$ cat src/rtl/bounded_priority_queue_assert.svh
// Assertion macros for the bounded priority queue.
// Used by the top level only; depends on a clock named clock and a reset named reset.
`ifndef BOUNDED_PRIORITY_QUEUE_ASSERT_SVH
`define BOUNDED_PRIORITY_QUEUE_ASSERT_SVH

// Same-cycle implication, disabled during reset
`define BPQ_ASSERT_NOW(lbl, ante, cons, msg) \
   lbl: assert property (@(posedge clock) disable iff (reset) (ante) |-> (cons)) \
      else $error(msg);

// Next-cycle implication, disabled during reset
`define BPQ_ASSERT_NEXT(lbl, ante, cons, msg) \
   lbl: assert property (@(posedge clock) disable iff (reset) (ante) |=> (cons)) \
      else $error(msg);

`endif

$ cat src/rtl/bpq_pkg.sv
// Shared types and codes for the bounded priority queue.
// No dependencies; imported by bpq_cell, bounded_priority_queue, the checker and the testbench.
package bpq_pkg;

   // Request command codes
   typedef enum logic [1:0] {
      CMD_ENQUEUE = 2'd0,
      CMD_DEQUEUE = 2'd1,
      CMD_FILTER  = 2'd2
   } cmd_type;

   // Response status codes
   typedef enum logic [1:0] {
      ST_OK    = 2'd0,
      ST_FULL  = 2'd1,
      ST_EMPTY = 2'd2
   } status_type;

   // What every cell does in a cycle
   typedef enum logic [1:0] {
      OP_HOLD,
      OP_INSERT,
      OP_POP
   } cell_op_type;

   // Controller states
   typedef enum logic {
      S_IDLE,
      S_FILTER
   } state_type;

   // One queue entry
   typedef struct packed {
      logic signed [31:0] value;
      logic signed [31:0] prio;
   } entry_type;

   // Broadcast control from the controller to the cell row
   typedef struct packed {
      cell_op_type op;
      entry_type   item;
   } cell_ctrl_type;

endpackage

$ cat src/rtl/bpq_cell.sv
// One slot of the sorted cell row: holds an entry, shifts right on insert, left on pop.
// Depends on bpq_pkg.
module bpq_cell #(
   parameter int DEPTH = 64,
   parameter int INDEX = 0,
   localparam int CW = $clog2(DEPTH + 1)
) (
   input  logic                   clock,
   input  bpq_pkg::cell_ctrl_type ctrl,
   input  logic [CW-1:0]          count,
   input  bpq_pkg::entry_type     left_entry,
   input  logic                   left_stay,
   input  bpq_pkg::entry_type     right_entry,
   output bpq_pkg::entry_type     entry,
   output logic                   stay
);
   import bpq_pkg::*;

   localparam logic [CW-1:0] IDX = CW'(INDEX);

   entry_type entry_ff;
   entry_type entry_in;
   logic      occupied;

   // A slot keeps its entry on insert when it holds one of at least the new priority
   assign occupied = (count > IDX);
   assign stay     = occupied && (entry_ff.prio >= ctrl.item.prio);
   assign entry    = entry_ff;

   // Next entry: hold, take the new item, or take a neighbor's
   always_comb begin
      entry_in = entry_ff;
      unique case (ctrl.op)
         OP_HOLD: begin
            entry_in = entry_ff;
         end
         OP_INSERT: begin
            if (stay) begin
               entry_in = entry_ff;
            end else if (left_stay) begin
               entry_in = ctrl.item;
            end else begin
               entry_in = left_entry;
            end
         end
         OP_POP: begin
            entry_in = right_entry;
         end
         default: begin
            entry_in = entry_ff;
         end
      endcase
   end

   always_ff @(posedge clock) begin
      entry_ff <= entry_in;
   end

endmodule

$ cat config.mk
export PLATFORM = sky130hd
export DESIGN_NAME = bpq_cell
export DESIGN_NICKNAME = d
export VERILOG_FILES = /design/src/rtl/bounded_priority_queue_assert.svh /design/src/rtl/bpq_pkg.sv /design/src/rtl/bpq_cell.sv
export SDC_FILE = /design/constraint.sdc
export NUM_CORES = 1
export LEC_CHECK = 0
export ABC_AREA = 1
export BUFFER_PORTS_ARGS = -buffer_cell sky130_fd_sc_hd__buf_2
export CAP_MARGIN = 20
export CORE_AREA = 2 2 103 105
export CTS_BUF_LIST = sky130_fd_sc_hd__clkbuf_2
export CTS_CLUSTER_SIZE = 14
export DETAILED_ROUTE_END_ITERATION = 6
export DIE_AREA = 0 0 105 107
export MAX_ROUTING_LAYER = met4
export PLACE_DENSITY = 0.78
export SKIP_CTS_REPAIR_TIMING = 1
export SYNTH_ARGS = -nofsm -noshare
export SYNTH_HDL_FRONTEND = slang
export SYNTH_SLANG_ARGS = --single-unit
$ cat constraint.sdc
create_clock -name clock -period 3.64 [get_ports clock]
set_input_delay 0.182 -clock clock [delete_from_list [all_inputs] [get_ports clock]]
set_output_delay 0.182 -clock clock [all_outputs]
set_load 0.005 [all_outputs]
# == After elaboration in Yosys (flattened, before gate mapping) ==
# Cells that the tools add are included.
# op_classes
div_mod_pow,0
addsub,0
n_reduce_logical,3
n_mux,3
shift,0
bitwise_logic,0
n_lt_le_gt_ge,2
n_eq_ne,3
mul,0
# op_table
cell,n
64-bit 2-to-1 mux,2
64-bit one-hot mux with 2 select lines,1
32-bit greater-or-equal comparator,1
"7-bit by 1-bit greater-than comparator with 1-bit output, second input constant",1
"2-bit by 1-bit equality test with 1-bit output, second input constant",1
"2-bit equality test, second input constant",1
"2-bit != test, second input constant",1
2-bit AND reduction,1
2-bit nonzero test,1
1-bit logical AND,1
# word_totals
latch_bits,0
mem_bits_rw,0
out_inout_bits,65
inputBits,203
n_memories,0
romBits,0
elab_cells,13
register_bits,64

# == Depth between registers and ports, before layout ==
# depth
depth_word,4
ltp_mapped,18

# == Least setup slack after synthesis ==
# Ideal clock, no wire load.
# synth_timing
path_type,flip-flop to flip-flop
startpoint,register entry_ff (netlist bit entry[31])
endpoint,"register entry_ff (netlist bit entry[0]), enable pin"
setup_time_ns,0.424
required_time_ns,3.216
path_stages_with_launch,12
n_path_buf,0
period_less_slack_ns,3.268
slack_ns,0.372
arrival_time_ns,2.845
cell_sequence,edfxtp_1 > ha_1 > nand2_1 > nor2_2 > nand2_2 > nor3b_2 > nand2_1 > nand3_1 > nand3_1 > nand2_1 > nand2_1 > nand2_1
# synth_between
elab_chain_len,4
# synth_lines
element,line_no,source
"start, declared",bpq_cell.sv:21,entry_type entry_ff;
"start signal, assigned",bpq_cell.sv:56,entry_ff <= entry_in;
32-bit greater-or-equal comparator,bpq_cell.sv:27,assign stay = occupied && (entry_ff.prio >= ctrl.item.prio);
1-bit logical AND,bpq_cell.sv:27,
2-bit != test (no line),-,
2-bit AND reduction (no line),-,
# No other way between the ends.
# A chain may end at the register's enable or synchronous reset.

# == Worst setup path after layout ==
# layout_timing
startpoint,register entry_ff (netlist bit entry[25])
endpoint,"register entry_ff (netlist bit entry[44]), enable pin"
# Same word-level chain as after synthesis.

==> results.env <==
RUN_STATUS='finished, final reports clean'
DIE_AREA_MM2=0.0112
POST-LAYOUT-TOTAL-POWER_mW=1.94
PLACE_AREA_MM2=0.00556
NUM_VIAS=4710
DETAIL_ROUTE.FIRST_PASS.ITERATIONS=5
GRT_PASS1_WL_MM=19.3
CORE.ROWCOUNT=37
R2R_SLACK_NS=0.96
CRITICAL_PATH.CELL_CHAIN='ha_1 -> a21oi_1 -> o21ai_0 -> nand2_1 -> nand2_1 -> a21oi_1 -> nand2_1 -> nand2_1 -> nand3_1 -> nand2_1 -> nand2_1 -> nand2_2 -> buf_12'
SLEW_VIOL_FINAL=0
DIE-HEIGHT_UM=107
SYNTH_LARGEST_TYPE_AREA_FRACTION=0.468
INTERNAL_POWER_mW=1.36
CTS_MAX_LEVEL=3
DRT_FIRST_ITER_VIOLATIONS=312
PERIOD_SHARE=0.735
GRT_SETUP_UNREPAIRED='false'
R2R_END='entry[44]'
N_ANTENNA_CELL=0
DRT-VIAS-PER-INSTANCE=4.82
SYNTH_TOP_CELL_BY_AREA='edfxtp_1'
PLACEMENT.SETUP.WORST_SLACK_NS=0.953
ROUTE.DETAILED.WL_PER_INST_UM=13.6
DRIVE_GT1_FRAC=0.346
MULTIINPUTGATEAREA_MM2=0.00190
POWER.DENSITY_CELL_AREA_mW_PER_MM2=303
BOUNDARYPINS=268
POWER_SWITCHING_SHARE=0.301
FLOORPLAN.CORE_AREA_MM2=0.0101
DP.CELLS=888
YS_SEQ_AREA_FRAC=0.468
POWER.NET_SWITCHING_uW=585
TRITONCTS='done'
SETUP_WS_NS=0.964
TIMING.CRITICAL_PATH.SLOWEST_CELL_DELAY_NS=0.44
DRC_ERRORS=0
TYPE_OF_THE_TIGHTEST_MIN_DELAY_CHECK='input pin to flip-flop'
SYN-INSTANCE-COUNT=509
CRITPATHSLOWESTCELL='edfxtp_1'
CTS_BUFFERS=9
SEQUENTIAL_CELL_AREA_MM2=0.00192
GRT.TOTAL_USAGE=0.224
FINAL_NET_COUNT=1072
CTSLONGESTPATHBUFFERS=2
NFILLCELLS=904
NUMBER_OF_GLOBAL_ROUTE_VIAS_BEFORE_REPAIR=4236
PORT_BUFFERS=267
MAXCAP_VIOL_COUNT=0
CRIT_TYPE='flip-flop to flip-flop'
FINAL.SETUP.TNS_NS=0
TIGHTEST_SLEW_NS=0.712
ENDPOINT_KIND='flip-flop'
NUMBER_OF_ANTENNA_VIOLATIONS_AT_THE_FIRST_CHECK_IN_GLOBAL_ROUTING=0
POST_SYNTH.CELL_AREA_AVG_UM2=8.07
FINAL_REPLACE_WEIGHTED_CONGESTION=0.838
SYNTH-WARNING-COUNT=0
CLOCK_POWER_SHARE=0.217
INITIAL_UTILIZATION=0.407
DESIGN_AREA_MM2=0.00641
LAYOUTNONFILLERINSTCOUNT=977
CP_DATA_ARRIVAL_TIME_NS=2.85
ROUTE.FINAL.WIRE_LENGTH_MM=13.3
FF2FF_PATH_DEPTH=13
TIMING.CRITICAL_PATH.FROM_TYPE='flip-flop'
SETUP_VIOL_COUNT_FINAL=0
POSTROUTEANTENNANETS=0
CLK_PIN_SLEW_WORST_PATHS_NS=0.21
SYNTH_AREA_LEADERS='edfxtp_1 47%, nand2_1 9.9%, ha_1 9.8%'
TIMING.CRITICAL_PATH.REQUIRED_NS=3.81
MAX_CLOCK_FREQ_MHz=374
POST_SYNTHESIS_NET_COUNT=744
MAX-SLEW-MARGIN-REL=0.525
POWER.SHARE.SEQUENTIAL=0.480
CRIT_PATH_END='entry[44]'
SYNTH.FF_LATCH_COUNT=64
CRIT-REG2REG-LAUNCH='entry[25]'
NUM_CLOCK_SINKS=64
FIN_CRIT_NS=2.68
CLOCK_LATENCY_NS=0.49
TIMING.CLOCK.SKEW_NS=0.0326
SYNTH_CELL_TYPES=21
TOTAL_LEAKAGE_POWER_nW=3.20
LARGEST_REG_FLOPS=64
FLOORPLAN.DIE.WIDTH_UM=105
GRT_REMAINING_OVERFLOW=0
GRT_MAX_DEGREE=76
SYN_AREA_MM2=0.00411
CRIT_PATH_MAX_FANOUT=46
FINAL_HOLD_VIOL_COUNT=0
LAYOUT_STAGE_AREA_GROWTH_OVER_THE_SYNTHESIS_RESULT_PCT=56.1
MAXIMUM_VDD_DROP_mV=0.177
COMBINATIONALPOWERSHARE=0.303
CRIT_PATH_FREQUENT_CELL='nand2_1'
SETUP.WORST_PATH.START='entry[25]'
DETAILED_PLACE_HPWL_MM=9.35
CLOCKROOTBUFFER='clkbuf_2'
==> through the flow <==
stage	util	hold slack [ns]
finish	0.635	0.0252
global route	0.635	-0.0173
CTS	0.561	-0.0756
detailed placement	0.551	0.493
global placement	0.549	0.491
floorplan	-	0.397
==> cells by family after synthesis <==
| family | Yosys count | share of synthesized area |
|---|---|---|
| buffers and inverters | 74 | 0.0704 |
| adder cells (fa/ha/maj) | 32 | 0.0975 |
| AO/OA/AOI/OAI | 114 | 0.151 |
| AND/OR/NAND/NOR | 225 | 0.213 |
| flip-flops | 64 | 0.468 |
==> critical path: cells and delay by family, from the launching register on <==
kind	cells	cell delay, ns
and+or+nand+nor	8	0.84
buffers and inverters	1	0.32
AOI/OAI and AO/OA	3	0.44
adders and majority gates	1	0.32
DFF	1	0.44
==> placed cells by master (no fill, tap or decap), types with 3 or more instances in the layout <==
cell,count
clkbuf_2,9
edfxtp_1,64
ha_1,32
buf_2,267
a21oi_1,45
a31oi_1,33
clkinvlp_4,3
inv_1,45
dlygate4sd3_1,74
nand2_1,106
nand3_1,5
nor2_1,104
o21ai_0,33
==> worst min-delay path by stage <==
stage                          startpoint   endpoint  slack [ns]  depth (start not counted)
after floorplan           right_entry[10]  entry[10]        0.40                          2
after detailed placement   right_entry[6]   entry[6]        0.49                          3
after global routing       left_entry[28]  entry[28]       -0.02                          3
after global placement    right_entry[11]  entry[11]        0.49                          3
after CTS                  right_entry[6]   entry[6]       -0.08                          3
final                     right_entry[56]  entry[56]        0.03                          3
==> final cells by class <==
class | instances | area share
flip-flops and latches | 64 | 0.300
well taps | 136 | 0.0266
inverters | 46 | 0.0269
multi-input cells | 371 | 0.297
clock buffers | 9 | 0.00703
clock inverters | 6 | 0.00957
repair buffers | 345 | 0.333
==> routing by layer <==
layer  part of all wire  vias to the layer above  GRT usage
li1                   -                     2373          -
met1               0.38                     2083      0.247
met2               0.53                      222      0.392
met3              0.072                       32     0.0462
met4              0.024                        0     0.0981
met5                  0                        -          -
==> power by group through the flow <==
| stage | sequential [mW] | clock [mW] | combinational (mW) |
|---|---|---|---|
| final | 0.933 | 0.421 | 0.588 |
| after global placement | 0.945 | 0 | 0.490 |
| after CTS | 0.932 | 0.439 | 0.504 |
| after global routing | 0.941 | 0.466 | 0.666 |
| after floorplan | 0.963 | 0 | 0.241 |
| after detailed placement | 0.949 | 0 | 0.502 |
==> synthesized netlist by cell type (all sizes together) <==
library cell    n
ha             32
nor4            1
a31oi          33
a21o            1
nor3b           1
clkbuf         13
nand2         109
nor2          105
nand4           1
and2            1
nand3           5
inv            46
nor3            2
o21ai          33
buf            15
a21oi          45
o21a            2
edfxtp         64
No activity file was read; power rests on OpenSTA's default activity.
